<file path="src/design/topt_pkg.sv">
`timescale 1ns / 1ps
// Shared types, byte codes and constants for the telnet option receive parser.
// Used by the front end, the queue, the emitter and the top level.
package topt_pkg;

  localparam int TRACKED_OPTIONS_DEFAULT = 4;
  localparam int QUEUE_DEPTH_DEFAULT     = 4;

  localparam logic [7:0] B_IAC     = 8'd255;
  localparam logic [7:0] B_DONT    = 8'd254;
  localparam logic [7:0] B_DO      = 8'd253;
  localparam logic [7:0] B_WONT    = 8'd252;
  localparam logic [7:0] B_WILL    = 8'd251;
  localparam logic [7:0] B_SB      = 8'd250;
  localparam logic [7:0] B_SE      = 8'd240;
  localparam logic [7:0] OPT_WINCH = 8'd31;
  localparam logic [7:0] CH_CR     = 8'd13;
  localparam logic [7:0] CH_LF     = 8'd10;
  localparam logic [7:0] CH_NUL    = 8'd0;

  localparam logic [1:0] SIZE_LAST_POS = 2'd3;

  localparam logic [1:0] KIND_TERM = 2'd0;
  localparam logic [1:0] KIND_NET  = 2'd1;
  localparam logic [1:0] KIND_SIZE = 2'd2;

  localparam logic [1:0] CMD_WILL = 2'd0;
  localparam logic [1:0] CMD_WONT = 2'd1;
  localparam logic [1:0] CMD_DO   = 2'd2;
  localparam logic [1:0] CMD_DONT = 2'd3;

  localparam logic [1:0] REQ_DO   = 2'd0;
  localparam logic [1:0] REQ_DONT = 2'd1;
  localparam logic [1:0] REQ_WILL = 2'd2;
  localparam logic [1:0] REQ_WONT = 2'd3;

  localparam logic       MODE_RX  = 1'b0;
  localparam logic       MODE_REQ = 1'b1;

  typedef enum logic [2:0] {
    ST_DATA = 3'd0,
    ST_CR   = 3'd1,
    ST_IAC  = 3'd2,
    ST_OPT  = 3'd3,
    ST_SB   = 3'd4
  } parse_state_t;

  typedef enum logic [1:0] {
    JOB_DATA = 2'd0,
    JOB_NET3 = 2'd1,
    JOB_SIZE = 2'd2
  } job_kind_t;

  typedef struct packed {
    job_kind_t   kind;
    logic [31:0] payload;
  } job_t;

  typedef struct packed {
    logic full;
    logic empty;
  } queue_status_t;

  function automatic logic [7:0] req_code(input logic [1:0] cmd);
    logic [7:0] code;
    unique case (cmd)
      REQ_DO:   code = B_DO;
      REQ_DONT: code = B_DONT;
      REQ_WILL: code = B_WILL;
      default:  code = B_WONT;
    endcase
    return code;
  endfunction

endpackage

</file>
<file path="src/design/topt_in_if.sv">
`timescale 1ns / 1ps
// Input channel: one received byte or one local option request per item.
// Depends on nothing.
interface topt_in_if;
  logic       valid;
  logic       ready;
  logic       mode;
  logic [7:0] rx_byte;
  logic [1:0] req_command;
  logic [7:0] req_option;

  modport source (output valid, mode, rx_byte, req_command, req_option, input ready);
  modport sink   (input valid, mode, rx_byte, req_command, req_option, output ready);
endinterface

</file>
<file path="src/design/topt_out_if.sv">
`timescale 1ns / 1ps
// Output channel: one terminal byte, network byte or window size per item.
// Depends on nothing.
interface topt_out_if;
  logic        valid;
  logic        ready;
  logic [1:0]  kind;
  logic [7:0]  out_byte;
  logic [15:0] cols;
  logic [15:0] rows;
  logic        last;

  modport source (output valid, kind, out_byte, cols, rows, last, input ready);
  modport sink   (input valid, kind, out_byte, cols, rows, last, output ready);
endinterface

</file>
<file path="src/design/topt_queue.sv">
`timescale 1ns / 1ps
// Short job queue between the front end and the emitter.
// Depends on topt_pkg.
module topt_queue
  import topt_pkg::*;
#(
  parameter int DEPTH = QUEUE_DEPTH_DEFAULT
) (
  input  logic          clk,
  input  logic          rst,
  input  logic          push,
  input  job_t          push_job,
  input  logic          pop,
  output job_t          head_job,
  output queue_status_t status
);

  localparam int PTR_W = (DEPTH > 1) ? $clog2(DEPTH) : 1;
  localparam int CNT_W = $clog2(DEPTH + 1);
  localparam logic [PTR_W-1:0] PTR_LAST = PTR_W'(DEPTH - 1);
  localparam logic [CNT_W-1:0] CNT_FULL = CNT_W'(DEPTH);

  job_t             slots [DEPTH];
  logic [PTR_W-1:0] wr_ptr;
  logic [PTR_W-1:0] rd_ptr;
  logic [CNT_W-1:0] count;
  logic             do_push;
  logic             do_pop;

  assign status.full  = (count == CNT_FULL);
  assign status.empty = (count == '0);
  assign do_push      = push && !status.full;
  assign do_pop       = pop && !status.empty;
  assign head_job     = slots[rd_ptr];

  always_ff @(posedge clk) begin
    if (do_push) begin
      slots[wr_ptr] <= push_job;
    end
  end

  always_ff @(posedge clk) begin
    if (rst) begin
      wr_ptr <= '0;
      rd_ptr <= '0;
      count  <= '0;
    end else begin
      if (do_push) begin
        wr_ptr <= (wr_ptr == PTR_LAST) ? '0 : wr_ptr + 1'b1;
      end
      if (do_pop) begin
        rd_ptr <= (rd_ptr == PTR_LAST) ? '0 : rd_ptr + 1'b1;
      end
      if (do_push && !do_pop) begin
        count <= count + 1'b1;
      end else if (do_pop && !do_push) begin
        count <= count - 1'b1;
      end
    end
  end

endmodule

</file>
<file path="src/design/topt_front.sv">
`timescale 1ns / 1ps
// Front end: accepts items, runs the telnet receive state machine and option
// flags, and queues one job per item that produces results. Depends on topt_pkg and topt_in_if.
module topt_front
  import topt_pkg::*;
#(
  parameter int TRACKED_OPTIONS = TRACKED_OPTIONS_DEFAULT
) (
  input  logic          clk,
  input  logic          rst,
  topt_in_if.sink       in_ch,
  input  queue_status_t q_status,
  output logic          push,
  output job_t          push_job
);

  localparam int IDX_W = $clog2(TRACKED_OPTIONS);
  localparam logic [7:0] NUM_TRACKED = 8'(TRACKED_OPTIONS);

  parse_state_t               parse_state, parse_state_next;
  logic [1:0]                 pending_command, pending_command_next;
  logic [TRACKED_OPTIONS-1:0] remote_flags, remote_flags_next;
  logic [TRACKED_OPTIONS-1:0] local_flags, local_flags_next;
  logic                       winch_agreed, winch_agreed_next;
  logic                       collecting, collecting_next;
  logic [1:0]                 size_pos, size_pos_next;
  logic                       iac_run, iac_run_next;
  logic                       sub_last_iac, sub_last_iac_next;
  logic [7:0]                 size_bytes [3];

  logic             accept;
  logic [7:0]       c;
  logic [7:0]       opt;
  logic [1:0]       cmd;
  logic             c_tracked;
  logic             opt_tracked;
  logic [IDX_W-1:0] c_idx;
  logic [IDX_W-1:0] opt_idx;
  logic             data_path;
  logic             size_advance;
  logic             size_done;
  logic             will_remote;
  logic             will_winch;
  logic             req_send;
  logic             size_we;
  logic             job_valid;

  assign in_ch.ready = !q_status.full;
  assign accept      = in_ch.valid && in_ch.ready;
  assign c           = in_ch.rx_byte;
  assign opt         = in_ch.req_option;
  assign cmd         = in_ch.req_command;
  assign c_tracked   = (c < NUM_TRACKED);
  assign opt_tracked = (opt < NUM_TRACKED);
  assign c_idx       = c[IDX_W-1:0];
  assign opt_idx     = opt[IDX_W-1:0];

  assign data_path    = (parse_state == ST_DATA) ||
                        ((parse_state == ST_CR) && (c != CH_NUL) && (c != CH_LF));
  assign size_advance = (c != B_IAC) || iac_run;
  assign size_done    = collecting && size_advance && (size_pos == SIZE_LAST_POS);
  assign will_remote  = (c == 8'd0) || (c == 8'd1) || (c == 8'd3);
  assign will_winch   = (pending_command == CMD_WILL) && !will_remote &&
                        (c == OPT_WINCH) && !winch_agreed;
  assign size_we      = accept && (in_ch.mode == MODE_RX) && (parse_state == ST_SB) &&
                        collecting && (size_pos != SIZE_LAST_POS);

  always_comb begin
    unique case (cmd)
      REQ_DO:  req_send = opt_tracked || ((opt == OPT_WINCH) && !winch_agreed);
      default: req_send = opt_tracked;
    endcase
  end

  always_comb begin
    parse_state_next     = parse_state;
    pending_command_next = pending_command;
    remote_flags_next    = remote_flags;
    local_flags_next     = local_flags;
    winch_agreed_next    = winch_agreed;
    collecting_next      = collecting;
    size_pos_next        = size_pos;
    iac_run_next         = iac_run;
    sub_last_iac_next    = sub_last_iac;
    if (in_ch.mode == MODE_REQ) begin
      unique case (cmd)
        REQ_DO: begin
          if (opt_tracked) begin
            remote_flags_next[opt_idx] = 1'b1;
          end else if ((opt == OPT_WINCH) && !winch_agreed) begin
            winch_agreed_next = 1'b1;
          end
        end
        REQ_DONT: begin
          if (opt_tracked) begin
            remote_flags_next[opt_idx] = 1'b1;
          end
        end
        default: begin
          if (opt_tracked) begin
            local_flags_next[opt_idx] = 1'b1;
          end
        end
      endcase
    end else begin
      unique case (parse_state)
        ST_DATA, ST_CR: begin
          parse_state_next = ST_DATA;
          if (data_path) begin
            if (c == B_IAC) begin
              parse_state_next = ST_IAC;
            end else if (c == CH_CR) begin
              parse_state_next = ST_CR;
            end
          end
        end
        ST_IAC: begin
          if ((c >= B_WILL) && (c <= B_DONT)) begin
            pending_command_next = 2'(c - B_WILL);
            parse_state_next     = ST_OPT;
          end else if (c == B_SB) begin
            parse_state_next = ST_SB;
          end else begin
            parse_state_next = ST_DATA;
          end
        end
        ST_OPT: begin
          parse_state_next = ST_DATA;
          unique case (pending_command)
            CMD_WILL: begin
              if (will_remote) begin
                remote_flags_next[c_idx] = 1'b1;
              end else if (will_winch) begin
                winch_agreed_next = 1'b1;
              end
            end
            CMD_WONT: begin
              if (c_tracked) begin
                remote_flags_next[c_idx] = 1'b0;
              end
            end
            CMD_DO: begin
            end
            default: begin
              if (c_tracked) begin
                local_flags_next[c_idx] = 1'b0;
              end
            end
          endcase
        end
        ST_SB: begin
          if (collecting) begin
            if (size_advance) begin
              iac_run_next = 1'b0;
              if (size_pos == SIZE_LAST_POS) begin
                collecting_next = 1'b0;
              end else begin
                size_pos_next = size_pos + 1'b1;
              end
            end else begin
              iac_run_next = 1'b1;
            end
          end else begin
            if (c == OPT_WINCH) begin
              collecting_next = 1'b1;
              size_pos_next   = '0;
              iac_run_next    = 1'b0;
            end else if ((c == B_SE) && sub_last_iac) begin
              parse_state_next = ST_DATA;
            end
            sub_last_iac_next = (c == B_IAC);
          end
        end
        default: begin
          parse_state_next = ST_DATA;
        end
      endcase
    end
  end

  always_comb begin
    job_valid        = 1'b0;
    push_job.kind    = JOB_DATA;
    push_job.payload = {24'd0, c};
    if (in_ch.mode == MODE_REQ) begin
      job_valid        = req_send;
      push_job.kind    = JOB_NET3;
      push_job.payload = {16'd0, req_code(cmd), opt};
    end else begin
      unique case (parse_state)
        ST_DATA, ST_CR: begin
          job_valid = data_path && (c != B_IAC);
        end
        ST_IAC: begin
          job_valid = (c == B_IAC);
        end
        ST_OPT: begin
          job_valid        = will_winch;
          push_job.kind    = JOB_NET3;
          push_job.payload = {16'd0, B_DO, OPT_WINCH};
        end
        ST_SB: begin
          job_valid        = size_done;
          push_job.kind    = JOB_SIZE;
          push_job.payload = {size_bytes[0], size_bytes[1], size_bytes[2], c};
        end
        default: begin
          job_valid = 1'b0;
        end
      endcase
    end
  end

  assign push = accept && job_valid;

  always_ff @(posedge clk) begin
    if (size_we) begin
      size_bytes[size_pos] <= c;
    end
  end

  always_ff @(posedge clk) begin
    if (rst) begin
      parse_state     <= ST_DATA;
      pending_command <= CMD_WILL;
      remote_flags    <= '0;
      local_flags     <= '0;
      winch_agreed    <= 1'b0;
      collecting      <= 1'b0;
      size_pos        <= '0;
      iac_run         <= 1'b0;
      sub_last_iac    <= 1'b0;
    end else if (accept) begin
      parse_state     <= parse_state_next;
      pending_command <= pending_command_next;
      remote_flags    <= remote_flags_next;
      local_flags     <= local_flags_next;
      winch_agreed    <= winch_agreed_next;
      collecting      <= collecting_next;
      size_pos        <= size_pos_next;
      iac_run         <= iac_run_next;
      sub_last_iac    <= sub_last_iac_next;
    end
  end

endmodule

</file>
<file path="src/design/topt_emit.sv">
`timescale 1ns / 1ps
// Back end: takes jobs from the queue and emits one or three result items
// through an output register. Depends on topt_pkg and topt_out_if.
module topt_emit
  import topt_pkg::*;
(
  input  logic          clk,
  input  logic          rst,
  input  job_t          head_job,
  input  queue_status_t q_status,
  output logic          pop,
  topt_out_if.source    out_ch
);

  logic [1:0]  beat;
  logic        load;
  logic        final_beat;
  logic        out_valid;
  logic [1:0]  kind;
  logic [7:0]  out_byte;
  logic [15:0] cols;
  logic [15:0] rows;
  logic        last;

  assign load       = !q_status.empty && (!out_valid || out_ch.ready);
  assign final_beat = (head_job.kind != JOB_NET3) || (beat == 2'd2);
  assign pop        = load && final_beat;

  assign out_ch.valid    = out_valid;
  assign out_ch.kind     = kind;
  assign out_ch.out_byte = out_byte;
  assign out_ch.cols     = cols;
  assign out_ch.rows     = rows;
  assign out_ch.last     = last;

  always_ff @(posedge clk) begin
    if (load) begin
      last <= final_beat;
      unique case (head_job.kind)
        JOB_NET3: begin
          kind <= KIND_NET;
          cols <= '0;
          rows <= '0;
          unique case (beat)
            2'd0:    out_byte <= B_IAC;
            2'd1:    out_byte <= head_job.payload[15:8];
            default: out_byte <= head_job.payload[7:0];
          endcase
        end
        JOB_SIZE: begin
          kind     <= KIND_SIZE;
          out_byte <= '0;
          cols     <= head_job.payload[31:16];
          rows     <= head_job.payload[15:0];
        end
        default: begin
          kind     <= KIND_TERM;
          out_byte <= head_job.payload[7:0];
          cols     <= '0;
          rows     <= '0;
        end
      endcase
    end
  end

  always_ff @(posedge clk) begin
    if (rst) begin
      out_valid <= 1'b0;
      beat      <= '0;
    end else begin
      if (load) begin
        out_valid <= 1'b1;
        beat      <= final_beat ? 2'd0 : beat + 1'b1;
      end else if (out_ch.ready) begin
        out_valid <= 1'b0;
      end
    end
  end

endmodule

</file>
<file path="src/design/telnet_option_receive_parser.sv">
`timescale 1ns / 1ps
// Telnet option receive parser: one input item per cycle while the job queue is not full.
// A data byte or window report is one result item; a negotiation reply is three,
// emitted in order through the output register while the job queue absorbs following input.
// Input is held off only when the job queue is full; output stalls back up into it.
// Synchronous reset returns to the data state with all flags and the queue cleared.
module telnet_option_receive_parser
  import topt_pkg::*;
#(
  parameter int TRACKED_OPTIONS = TRACKED_OPTIONS_DEFAULT,
  parameter int QUEUE_DEPTH     = QUEUE_DEPTH_DEFAULT
) (
  input logic        clk,
  input logic        rst,
  topt_in_if.sink    in_ch,
  topt_out_if.source out_ch
);

  queue_status_t q_status;
  logic          push;
  job_t          push_job;
  logic          pop;
  job_t          head_job;

  topt_front #(
    .TRACKED_OPTIONS(TRACKED_OPTIONS)
  ) u_front (
    .clk     (clk),
    .rst     (rst),
    .in_ch   (in_ch),
    .q_status(q_status),
    .push    (push),
    .push_job(push_job)
  );

  topt_queue #(
    .DEPTH(QUEUE_DEPTH)
  ) u_queue (
    .clk     (clk),
    .rst     (rst),
    .push    (push),
    .push_job(push_job),
    .pop     (pop),
    .head_job(head_job),
    .status  (q_status)
  );

  topt_emit u_emit (
    .clk     (clk),
    .rst     (rst),
    .head_job(head_job),
    .q_status(q_status),
    .pop     (pop),
    .out_ch  (out_ch)
  );

endmodule
</file>
<file path="src/flat_wrapper.sv">
// flat-port wrapper written by rule: the top's interface ports become plain ports
module telnet_option_receive_parser_flat import topt_pkg::*;
#(
  parameter int TRACKED_OPTIONS = TRACKED_OPTIONS_DEFAULT,
  parameter int QUEUE_DEPTH     = QUEUE_DEPTH_DEFAULT
)
  (clk, rst, in_ch_valid, in_ch_mode, in_ch_rx_byte, in_ch_req_command, in_ch_req_option, in_ch_ready, out_ch_valid, out_ch_kind, out_ch_out_byte, out_ch_cols, out_ch_rows, out_ch_last, out_ch_ready);
  topt_in_if in_ch_i ();
  topt_out_if out_ch_i ();
  input logic clk;
  input logic rst;
  input wire logic [$bits(in_ch_i.valid)-1:0] in_ch_valid;
  input wire logic [$bits(in_ch_i.mode)-1:0] in_ch_mode;
  input wire logic [$bits(in_ch_i.rx_byte)-1:0] in_ch_rx_byte;
  input wire logic [$bits(in_ch_i.req_command)-1:0] in_ch_req_command;
  input wire logic [$bits(in_ch_i.req_option)-1:0] in_ch_req_option;
  output wire logic [$bits(in_ch_i.ready)-1:0] in_ch_ready;
  output wire logic [$bits(out_ch_i.valid)-1:0] out_ch_valid;
  output wire logic [$bits(out_ch_i.kind)-1:0] out_ch_kind;
  output wire logic [$bits(out_ch_i.out_byte)-1:0] out_ch_out_byte;
  output wire logic [$bits(out_ch_i.cols)-1:0] out_ch_cols;
  output wire logic [$bits(out_ch_i.rows)-1:0] out_ch_rows;
  output wire logic [$bits(out_ch_i.last)-1:0] out_ch_last;
  input wire logic [$bits(out_ch_i.ready)-1:0] out_ch_ready;
  assign in_ch_i.valid = in_ch_valid;
  assign in_ch_i.mode = in_ch_mode;
  assign in_ch_i.rx_byte = in_ch_rx_byte;
  assign in_ch_i.req_command = in_ch_req_command;
  assign in_ch_i.req_option = in_ch_req_option;
  assign in_ch_ready = in_ch_i.ready;
  assign out_ch_valid = out_ch_i.valid;
  assign out_ch_kind = out_ch_i.kind;
  assign out_ch_out_byte = out_ch_i.out_byte;
  assign out_ch_cols = out_ch_i.cols;
  assign out_ch_rows = out_ch_i.rows;
  assign out_ch_last = out_ch_i.last;
  assign out_ch_i.ready = out_ch_ready;
  telnet_option_receive_parser #(.TRACKED_OPTIONS(TRACKED_OPTIONS), .QUEUE_DEPTH(QUEUE_DEPTH)) u_core (.clk(clk), .rst(rst), .in_ch(in_ch_i), .out_ch(out_ch_i));
endmodule
</file>
<file path="config.mk">
export PLATFORM = sky130hd
export DESIGN_NAME = telnet_option_receive_parser_flat
export DESIGN_NICKNAME = d
export VERILOG_FILES = /design/src/design/topt_pkg.sv /design/src/design/topt_in_if.sv /design/src/design/topt_out_if.sv /design/src/design/topt_queue.sv /design/src/design/topt_front.sv /design/src/design/topt_emit.sv /design/src/design/telnet_option_receive_parser.sv /design/src/flat_wrapper.sv
export SDC_FILE = /design/constraint.sdc
export NUM_CORES = 1
export LEC_CHECK = 0
export BUFFER_PORTS_ARGS = -buffer_cell sky130_fd_sc_hd__buf_2
export CAP_MARGIN = 30
export CELL_PAD_IN_SITES_DETAIL_PLACEMENT = 1
export CELL_PAD_IN_SITES_GLOBAL_PLACEMENT = 2
export CORE_AREA = 2 2 176 196
export DETAILED_ROUTE_END_ITERATION = 16
export DIE_AREA = 0 0 178 198
export PLACE_DENSITY_LB_ADDON = 0.25
export SETUP_SLACK_MARGIN = 0.1
export SLEW_MARGIN = 10
export SYNTH_ARGS = -nofsm -noshare
export SYNTH_HDL_FRONTEND = slang
export SYNTH_SLANG_ARGS = --single-unit
</file>
<file path="constraint.sdc">
create_clock -name clk -period 4.2 [get_ports clk]
set_clock_uncertainty 0.1 [all_clocks]
set_input_delay 0.63 -clock clk [delete_from_list [all_inputs] [get_ports clk]]
set_output_delay 0.63 -clock clk [all_outputs]
set_load 0.01 [all_outputs]
</file>
* Yosys cells after proc, flatten, opt, wreduce, memory -nomap -nowiden *
Memories as Yosys holds them, arrays and structs flattened. A register that Yosys moved wholly into a read port is not among the register bits.
Cells that the tools add are included.

operators by class
  reduce and logical (&&, ||, !) cells = 58
  bitwise logic cells = 2
  magnitude comparators = 3
  multiplexer cells = 50
  add/subtract/negate cells = 7
  eq/ne operators = 35

operators with widths
  cell                                                      count
  one-hot mux 34 bit (2 select lines)                       1
  two-way mux 34 bit                                        1
  one-hot mux 8 bit (2 select lines)                        2
  equality test 8 bit, second input constant                3
  two-way mux 1 bit                                         24
  logical AND 1 bit                                         23
  two-way mux 2 bit                                         11
  two-way mux 3 bit                                         7
  one-hot mux 3 bit (3 select lines)                        2
  equality test 8 x 5 -> 1 bit, second input constant       2
  equality test 2 bit, second input constant                6
  inequality test 2 bit, second input constant              6
  AND reduction 4 bit                                       3
  nonzero test 2 bit                                        6
  inequality test 2 x 1 -> 1 bit, second input constant     5
  adder 2 x 1 -> 2 bit, second input constant               4
  equality test 8 x 1 -> 1 bit, second input constant       1
  equality test 8 x 2 -> 1 bit, second input constant       1
  equality test 8 x 4 -> 1 bit, second input constant       1
  greater-or-equal comparator 8 bit, second input constant  1
  less-or-equal comparator 8 bit, second input constant     1
  logical NOT 8 bit                                         1
  < comparator 8 x 3 -> 1 bit, second input constant        1
  inequality test 8 x 4 -> 1 bit, second input constant     1
  21 further kinds                                          41

storage, ports and cells
  flip-flop bits (word level) = 64
  RAM bits = 160
  output and inout bits = 45
  memories = 2
  input bits = 23

memory list
  memory                     depth  bits a word  rd ports  clocked after Yosys merged registers in  write ports  RTL line          RTL
  u_core.u_queue.slots       4      34           1         1                                        1            topt_queue.sv:23  job_t slots [DEPTH];
  u_core.u_front.size_bytes  3      8            3         0                                        1            topt_front.sv:29  logic [7:0] size_bytes [3];

* Logic depth before layout (Yosys ltp) *
Gate-level depths: netlist (run 1).

  depth in word-level cells = 15
  depth in mapped cells = 14
  depth with buffers taken out = 12

* Hierarchy *
A second synthesis (run 1) with hierarchy kept.

second synthesis, totals
  cell total of the unflattened synthesis = 576
  area total of the unflattened synthesis = 9,467.8 um^2

by module, submodules not included
  module      cells each  times used  area each (um^2)
  topt_queue  228         1           5,397.7
  topt_emit   143         1           2,038.2
  topt_front  205         1           2,031.9

* Worst setup path before layout (run 1) *
No wires, ideal clock.

  kind = input to register
  from = input port out_ch_ready
  to = register u_core.u_queue.count[2]
  required time = 4.030 ns
  arrival time = 4.421 ns
  slack = -0.391 ns
  path buffers = 0
  stages on the path = 9
  setup time = 0.070 ns
  cells stage by stage = inv_1 -> a21oi_1 -> nand2_1 -> ha_1 -> inv_1 -> fa_1 -> xor2_1 -> or3_1 -> a21oi_1

on the way
  word-level cells in the longest chain between the ends = 7

ends and longest elaborated chain
  what                                                     RTL line            RTL
  start, declared                                          flat_wrapper.sv:24  input wire logic [$bits(out_ch_i.ready)-1:0] out_ch_ready;
  logical OR 1 bit *                                       topt_emit.sv:25     assign load = !q_status.empty && (!out_valid || out_ch.ready);
  logical AND 1 bit *                                      topt_emit.sv:25
  net u_core.u_emit.load                                   topt_emit.sv:16     logic load;
  logical AND 1 bit *                                      topt_emit.sv:27     assign pop = load && final_beat;
  logical AND 1 bit *                                      topt_queue.sv:33    assign do_pop = pop && !status.empty;
  logical NOT 1 bit                                        topt_queue.sv:54    if (do_push && !do_pop) begin
  logical AND 1 bit                                        topt_queue.sv:54
  two-way mux 3 bit or nonzero test 2 bit (tied branches)  --
  end signal, assigned                                     topt_queue.sv:55    count <= count + 1'b1;
  end signal, assigned                                     topt_queue.sv:57    count <= count - 1'b1;
  end, declared                                            topt_queue.sv:26    logic [CNT_W-1:0] count;

Mark *: on every way through the listed nets, which the timed path passes. The rest lies on a longest branch.
A chain may end at the register's enable or synchronous reset.

* Worst setup path after layout (run 1) *
  from = input port in_ch_rx_byte[0]
  to = register u_core.u_queue.count[2]

on the way
  word-level cells in the longest chain between the ends = 14

ends and longest elaborated chain
  what                                                               RTL line            RTL
  start, declared                                                    flat_wrapper.sv:14  input wire logic [$bits(in_ch_i.rx_byte)-1:0] in_ch_rx_byte;
  equality test 8 x 1 -> 1 bit or logical NOT 8 bit (tied branches)  topt_front.sv:62    assign will_remote = (c == 8'd0) || (c == 8'd1) || (c == 8'd3);
  logical OR 1 bit (2 in a row)                                      topt_front.sv:62
  logical NOT 1 bit                                                  topt_front.sv:63    assign will_winch = (pending_command == CMD_WILL) && !will_remote &&
  logical AND 1 bit (2 in a row)                                     topt_front.sv:63
  logical AND 1 bit                                                  topt_front.sv:64    (c == OPT_WINCH) && !winch_agreed;
  one-hot mux 1 bit (4 select lines) *                               topt_front.sv:190   unique case (parse_state)
  two-way mux 1 bit *                                                topt_front.sv:185   if (in_ch.mode == MODE_REQ) begin
  logical AND 1 bit *                                                topt_front.sv:214   assign push = accept && job_valid;
  logical AND 1 bit *                                                topt_queue.sv:32    assign do_push = push && !status.full;
  net u_core.u_queue.do_push                                         topt_queue.sv:27    logic do_push;
  logical NOT 1 bit                                                  topt_queue.sv:56    end else if (do_pop && !do_push) begin
  logical AND 1 bit                                                  topt_queue.sv:56
  nonzero test 2 bit (no source line)                                --

Marked as above.

==> impl_metrics.yaml, run 1 <==
grt:
  pin_count_of_the_biggest_net_entering_global_routing: 48
  leftover_overflow_at_the_end_of_global_routing: 0
  global_route_wire_length_before_repair_um: 32600
  grt_antenna_before_repair: 0
  grt_usage: 0.122
  vias_in_the_first_global_route: 5519
min_path:
  whs_path_depth: 1
  hold-path-endpoint: "u_core.u_front.size_bytes[1][1]"
  worstHoldPathType: "input port to register"
  min-delay-start: "in_ch_rx_byte[1]"
layout:
  diodes: 0
  fin_cells: 1095
  nets: 684
  mostFrequentLayoutCell: "sky130_fd_sc_hd__edfxtp_1"
  post_route_core_utilization: 0.326
  layout.cells.most_common_list: "203 x sky130_fd_sc_hd__edfxtp_1, 67 x sky130_fd_sc_hd__buf_2, 56 x sky130_fd_sc_hd__and2_1"
  fraction_of_final_layout_cells_sized_beyond_drive_strength_1: 0.260
  stdcell_area_mm2: 0.0109
  syn_to_final_growth_pct: 18.7
sta:
  fin_setup_tns_ns: 0
  finalCritPeriodShare: 0.781
  timing.final.hold_violations: 0
  final_period_minus_worst_setup_slack_ns: 3.28
  timing_max_transition_violations_final: 0
  rsz0062_at_grt: "no"
  top_achievable_clock_speed_ghz: 0.305
  max_slew.worst_pin.slew_ns: 0.654
  finalSetupViolCount: 0
  slew_headroom: 0.559
place:
  placedCellCount: 1048
  numPortBuffers: 67
  place.gp.congestion: 0.759
  post_dp_cell_area_mm2: 0.0101
  detailedPlacementHpwl_um: 14400
synthesis:
  synth_cells: 552
  synth-main-ff-cell: "sky130_fd_sc_hd__edfxtp_1"
  number_of_enable_type_register_cells_in_the_synthesized_netlist: 203
  mappedNetlistNets: 598
  yosysWarnings: 0
  postSynthRegisterBits: 226
  synth-async-reset-ratio: 0
  mappedNetlistArea_mm2: 0.00920
  synth_sequential_area_ratio: 0.713
  synthDistinctLibCells: 57
  postSynthAreaPerCell_um2: 16.7
power:
  power.net_switching_mw: 1.85
  power.density_mw_per_mm2: 603
  power_switching_share: 0.281
  intPower_mw: 4.73
  power.clock.fraction: 0.325
  combinationalPowerShare: 0.228
  power.sequential.fraction: 0.447
  p_leak_nw: 3.78
  total_power_mw: 6.58
  peakVddDrop_mv: 0.253
die:
  die_width_um: 178
  die_area_mm2: 0.0352
  start_util: 0.275
  die_h_um: 198
  core.rowCount: 71
  io-pin-count: 68
  core_footprint_mm2: 0.0335
route:
  antenna_violating_nets_post_route: 0
  route.detailed.vias_per_inst: 4.58
  final_routed_drc_violation_total: 0
  detail_route.wirelength_um: 21200
  drtPass1Iterations: 4
  routed_wire_length_per_instance_um: 19.4
  drtIter0Drc: 303
  route.vias.total: 5014
setup_path:
  setup.reg_to_reg.worst_slack_ns: 0.99
  worstSetupPathType: "input port to register"
  critPathCaptureType: "register"
  critical_path.startpoint_type: "input port"
  critical_path_required_ns: 4.55
  timing.critical_path.buf_inv: 3
  worst-r2r-cell-count: 11
  critical-path-max-stage-delay_ns: 0.40
  worst_path_dominant_cell_family: "compound AO/OA/AOI/OAI gates"
  cp_data_arrival_time_ns: 3.63
  r2r_end: "u_core.u_queue.count[2]"
  crit_chain: "buf_2 > inv_1 > ha_1 > mux2_4 > a311o_1 > o211a_4 > a21oi_2 > ha_1 > inv_1 > fa_1 > xor2_1 > or3_1 > a21oi_1"
  cp_slowest_cell: "sky130_fd_sc_hd__a311o_1"
  worst-path-stages: 13
  crit_fanout: 7
clocking:
  clock_tree.buffer_depth: 3
  hold_bufs_inserted_after_cts: 0
  cts-resized-gates: 0
  cts.reportedPaths.clkPinSlew_ns: 0.06
  cts_max_level: 1
  clock_sink_count: 226
  cts_root_buf: "sky130_fd_sc_hd__clkbuf_16"
  cts_buffers: 25
  cts.repair_timing.setup_buffer_count: 0
  clk_latency_worst_skew_pair_ns: 0.52
  cts_tree: "done"
job:
  maxCapViolCount: 0
run_status:
  status: "finished clean"
sequential cells by signal, summed over array words and instances (netlist names), 2 cells and up, named ones only:
register,cells
u_core.u_emit.out_ch.cols,16
u_core.u_front.size_pos,2
u_core.u_front.parse_state,3
u_core.u_emit.out_ch.rows,16
u_core.u_emit.out_ch.out_byte,8
u_core.u_queue.wr_ptr,2
u_core.u_queue.rd_ptr,2
u_core.u_queue.count,3
u_core.u_front.pending_command,2
u_core.u_queue.slots,136
u_core.u_emit.beat,2
u_core.u_emit.out_ch.kind,2
u_core.u_front.size_bytes,24
stage by stage:
step	worst slack (ns)	hold WS (ns)
after floorplan	0.705	0.354
after global placement	0.563	0.368
after detailed placement	0.375	0.389
after CTS	0.931	0.286
after global routing	0.803	0.306
final	0.920	0.309
worst max-delay path by stage:
stage | to | start
floorplan | u_core.u_queue.count[2] | register
global placement | u_core.u_queue.count[2] | in_ch_rx_byte[0]
detailed placement | u_core.u_queue.count[2] | in_ch_rx_byte[0]
CTS | u_core.u_queue.count[2] | in_ch_rx_byte[0]
global route | u_core.u_queue.count[2] | in_ch_rx_byte[0]
finish | u_core.u_queue.count[2] | in_ch_rx_byte[0]
logic make-up (layout without fill, tap and decap cells):
kind of cell	after synthesis	after routing	share of synthesized area
buffers and inverters	53	158	0.0235
XOR/XNOR	2	2	0.00191
flip-flops	226	226	0.713
multiplexers	40	40	0.0903
adder cells (fa/ha/maj)	23	23	0.0321
AO/OA/AOI/OAI	66	66	0.0512
AND/OR/NAND/NOR	142	142	0.0880
power groups by stage:
stage | clock, mW | sequential [mW] | combinational [mW]
2_1_floorplan | 0 | 3.10 | 0.858
3_3_place_gp | 0 | 2.98 | 1.50
3_5_place_dp | 0 | 3.00 | 1.54
4_1_cts | 2.21 | 2.95 | 1.55
5_1_grt | 2.29 | 2.98 | 1.68
6_report | 2.14 | 2.94 | 1.50
area by class of cell:
type / count / area, um^2
well taps: 438 / 548
flip-flops and latches: 226 / 6560
multi-input cells: 273 / 2430
inverters: 31 / 116
clock inverters: 15 / 139
clock buffers: 31 / 668
repair buffers: 81 / 448
fillers: 3460 / 22600
synth_stat cells (all sizes together), types with 2 or more instances:
cell	n	area (um^2)
edfxtp	203	6100
o21ai	7	35.0
o31ai	2	15.0
a21oi	21	109
nor4b	3	32.5
buf	9	51.3
nand2	22	82.6
nand2b	4	25.0
nand4	4	25.0
a221oi	8	70.1
o22ai	8	50.1
mux4	34	766
xor2	2	17.5
mux2i	5	50.1
nor3	8	40.0
a22o	3	26.3
a211oi	4	30.0
a32oi	2	17.5
and2	56	350
nand3	6	30.0
nor2b	2	12.5
nor4	3	18.8
inv	31	116
clkbuf	13	48.8
dfxtp	23	460
nor3b	2	20.0
or3	5	32.5
nor2	18	67.6
ha	22	275
a41oi	2	17.5
worst reg2reg max path, delay by kind of cell, from the launching register on:
kind                     cells  cell delay, ns
multiplexers                 1            0.61
buffers and inverters        2            0.42
flip-flops                   1            0.37
XOR/XNOR                     1            0.08
AO/OA/AOI/OAI                1            0.14
adder cells (fa/ha/maj)      3            0.73
AND/OR/NAND/NOR              3            0.69
routing by layer:
layer  global-route usage  up-vias  routed length [um]
li1                     -     2304                   -
met1                0.152     2586                8970
met2                0.219       98               10900
met3               0.0207       26                 979
met4               0.0313        0                 335
met5                    0        -                   0
Power figures use the tool's default switching activity.
==> run 2: changes to the inputs <==
- clock period: 4.2 -> 3.31 ns (I/O delays scaled with it)
==> run 2 against run 1 <==
Routed wire length shrank 2.7%. Via count is essentially flat. Die area unchanged. Worst setup slack worse by 0.53 ns. Critical path depth decreased by 2. Clock power up 25%. Design area up 1.1%. Clock-buffer cell count is 2 higher. Highest routed layer unchanged.
==> impl_metrics.yaml, run 2 (synthesis results as in run 1) <==
place:
  numPortBuffers: 67
  post_dp_cell_area_mm2: 0.0102
  detailedPlacementHpwl_um: 14000
  place.gp.congestion: 0.767
route:
  wl_met3_um: 902
  wl_met2_um: 10500
  antenna_violating_nets_post_route: 0
  detail_route.wirelength_um: 20600
  final_routed_drc_violation_total: 0
  route.layer.met1.wl_um: 8940
  routed_wire_length_per_instance_um: 18.7
  drtPass1Iterations: 4
  route.vias.total: 5009
  route.detailed.vias_per_inst: 4.53
  route.top_layer_used: "met4"
  drtIter0Drc: 297
power:
  power.sequential.fraction: 0.448
  intPower_mw: 6.04
  peakVddDrop_mv: 0.346
  total_power_mw: 8.31
  power.clock.fraction: 0.321
  combinationalPowerShare: 0.231
  power.net_switching_mw: 2.27
  power_switching_share: 0.274
  power.density_mw_per_mm2: 754
  p_leak_nw: 3.84
sta:
  finalSetupViolCount: 0
  final_period_minus_worst_setup_slack_ns: 2.92
  rsz0062_at_grt: "no"
  top_achievable_clock_speed_ghz: 0.342
  timing_max_transition_violations_final: 0
  slew_headroom: 0.579
  finalHoldWorstSlack_ns: 0.201
  finalCritPeriodShare: 0.883
  max_slew.worst_pin.slew_ns: 0.626
  timing.final.hold_violations: 0
setup_path:
  cp_slowest_cell: "sky130_fd_sc_hd__mux4_2"
  worstSetupPathType: "register to register"
  crit_fanout: 4
  timing.critical_path.buf_inv: 2
  critical_path_required_ns: 3.66
  r2r_end: "u_core.u_queue.count[2]"
  critical_path.startpoint_type: "register"
  crit_chain: "mux4_2 > inv_1 > ha_1 > nand2b_1 > nand2_2 > ha_1 > inv_1 > fa_1 > xor2_1 > or3_1 > a21oi_1"
  critical-path-max-stage-delay_ns: 0.54
  worst-r2r-cell-count: 11
  cp-endpoint: "u_core.u_queue.count[2]"
  cp_data_arrival_time_ns: 3.27
  setup.reg_to_reg.worst_slack_ns: 0.39
  worst_path_dominant_cell_family: "adder cells"
  worst-path-stages: 11
  critPathCaptureType: "register"
layout:
  mostFrequentLayoutCell: "sky130_fd_sc_hd__edfxtp_1"
  syn_to_final_growth_pct: 20.0
  nets: 697
  stdcell_area_mm2: 0.0110
  sequential_cell_area_mm2: 0.00656
  fillerInstances: 3435
  number_of_flip_flops_under_the_largest_register_name: 136
  reg_top3: "u_core.u_queue.slots x136, u_core.u_front.size_bytes x24"
  registers.top_by_ff_count: "u_core.u_queue.slots"
  layout.cells.most_common_list: "203 x sky130_fd_sc_hd__edfxtp_1, 67 x sky130_fd_sc_hd__buf_2, 56 x sky130_fd_sc_hd__and2_1"
  diodes: 0
  area_of_combinational_cells_with_multiple_inputs_mm2: 0.00244
  fraction_of_final_layout_cells_sized_beyond_drive_strength_1: 0.265
  post_route_core_utilization: 0.329
job:
  maxCapViolCount: 0
grt:
  vias_in_the_first_global_route: 5488
  global_route_wire_length_before_repair_um: 31700
  grt_antenna_before_repair: 0
  grt_usage: 0.118
  leftover_overflow_at_the_end_of_global_routing: 0
  pin_count_of_the_biggest_net_entering_global_routing: 48
run_status:
  status: "finished clean"
clocking:
  cts_tree: "done"
  clock_tree.buffer_depth: 3
  cts.reportedPaths.clkPinSlew_ns: 0.06
  clk_latency_worst_skew_pair_ns: 0.51
  cts_buffers: 25
  cts.repair_timing.setup_buffer_count: 0
  clock_sink_count: 226
  cts_max_level: 1
  cts_root_buf: "sky130_fd_sc_hd__clkbuf_16"
die:
  start_util: 0.275
  die_width_um: 178
  die_area_mm2: 0.0352
  core_footprint_mm2: 0.0335
  io-pin-count: 68
  die_h_um: 198
  core.rowCount: 71
min_path:
  worstHoldPathType: "input port to register"
==> run 2: cell count changes in the layout (fill, tap and decap cells not counted), moves of 2 or more <==
cell | before | now
sky130_fd_sc_hd__buf_12 | 0 | 4
sky130_fd_sc_hd__clkinv_2 | 6 | 4
sky130_fd_sc_hd__clkinvlp_4 | 2 | 0
sky130_fd_sc_hd__clkbuf_1 | 4 | 8
sky130_fd_sc_hd__buf_4 | 13 | 22
sky130_fd_sc_hd__clkbuf_8 | 2 | 0
sky130_fd_sc_hd__clkinv_4 | 2 | 0
==> run 2: area by class of cell <==
class                           instances  area share
Clock buffer                           33      0.0594
Sequential cell                       226       0.594
Timing Repair Buffer                   94      0.0540
Multi-Input combinational cell        273       0.221
Tap cell                              438      0.0497
Inverter                               31      0.0105
Clock inverter                         10      0.0110
==> run 2: per-layer routing <==
metal | up-vias | global-route usage
met5 | - | 0
met4 | 0 | 0.0301
met3 | 22 | 0.0177
met2 | 96 | 0.212
met1 | 2567 | 0.146
li1 | 2324 | -
==> run 2: worst min path at each step <==
stage	cells after the start	endpoint	startpoint	slack, ns
after CTS	4	u_core.u_emit.out_ch.valid	out_ch_ready	0.18
after detailed placement	2	register	u_core.u_queue.rd_ptr[1]	0.38
after global placement	2	u_core.u_queue.rd_ptr[1]	u_core.u_queue.rd_ptr[1]	0.37
after floorplan	2	register	u_core.u_queue.rd_ptr[1]	0.35
final	4	u_core.u_emit.out_ch.valid	out_ch_ready	0.20
after global routing	1	u_core.u_front.size_bytes[0][2]	in_ch_rx_byte[2]	0.19
==> run 2: worst reg2reg max path, stage by stage, from the launching register on <==
cell and delay [ns]:
sky130_fd_sc_hd__dfxtp_2 0.37, sky130_fd_sc_hd__mux4_2 0.55, sky130_fd_sc_hd__inv_1 0.07, sky130_fd_sc_hd__ha_1 0.24, sky130_fd_sc_hd__nand2b_1 0.17, sky130_fd_sc_hd__nand2_2 0.16, sky130_fd_sc_hd__ha_1 0.17, sky130_fd_sc_hd__inv_1 0.06
sky130_fd_sc_hd__fa_1 0.37, sky130_fd_sc_hd__xor2_1 0.16, sky130_fd_sc_hd__or3_1 0.30, sky130_fd_sc_hd__a21oi_1 0.13
==> run 2: repair_timing <==
action / CTS / global route
resized for setup: 0 / 1
hold buffers: 0 / 0
endpoints found under the setup margin: 0 / 1
==> run 2: power by group through the flow <==
stage               combinational (mW)  clock (mW)  sequential, mW
finish                            1.92        2.67            3.73
global placement                  1.92           0            3.78
detailed placement                1.97           0            3.80
global route                      2.13        2.84            3.77
floorplan                         1.11           0            3.93
CTS                               1.97        2.76            3.74
==> run 2: through the flow <==
stage	TNS (ns)	setup WS, ns	instances
detailed placement	-0.0373	-0.0373	1061
global route	0	0.113	1105
global placement	0	0.0218	1061
finish	0	0.388	1105
floorplan	0	0.118	552
CTS	0	0.279	1104
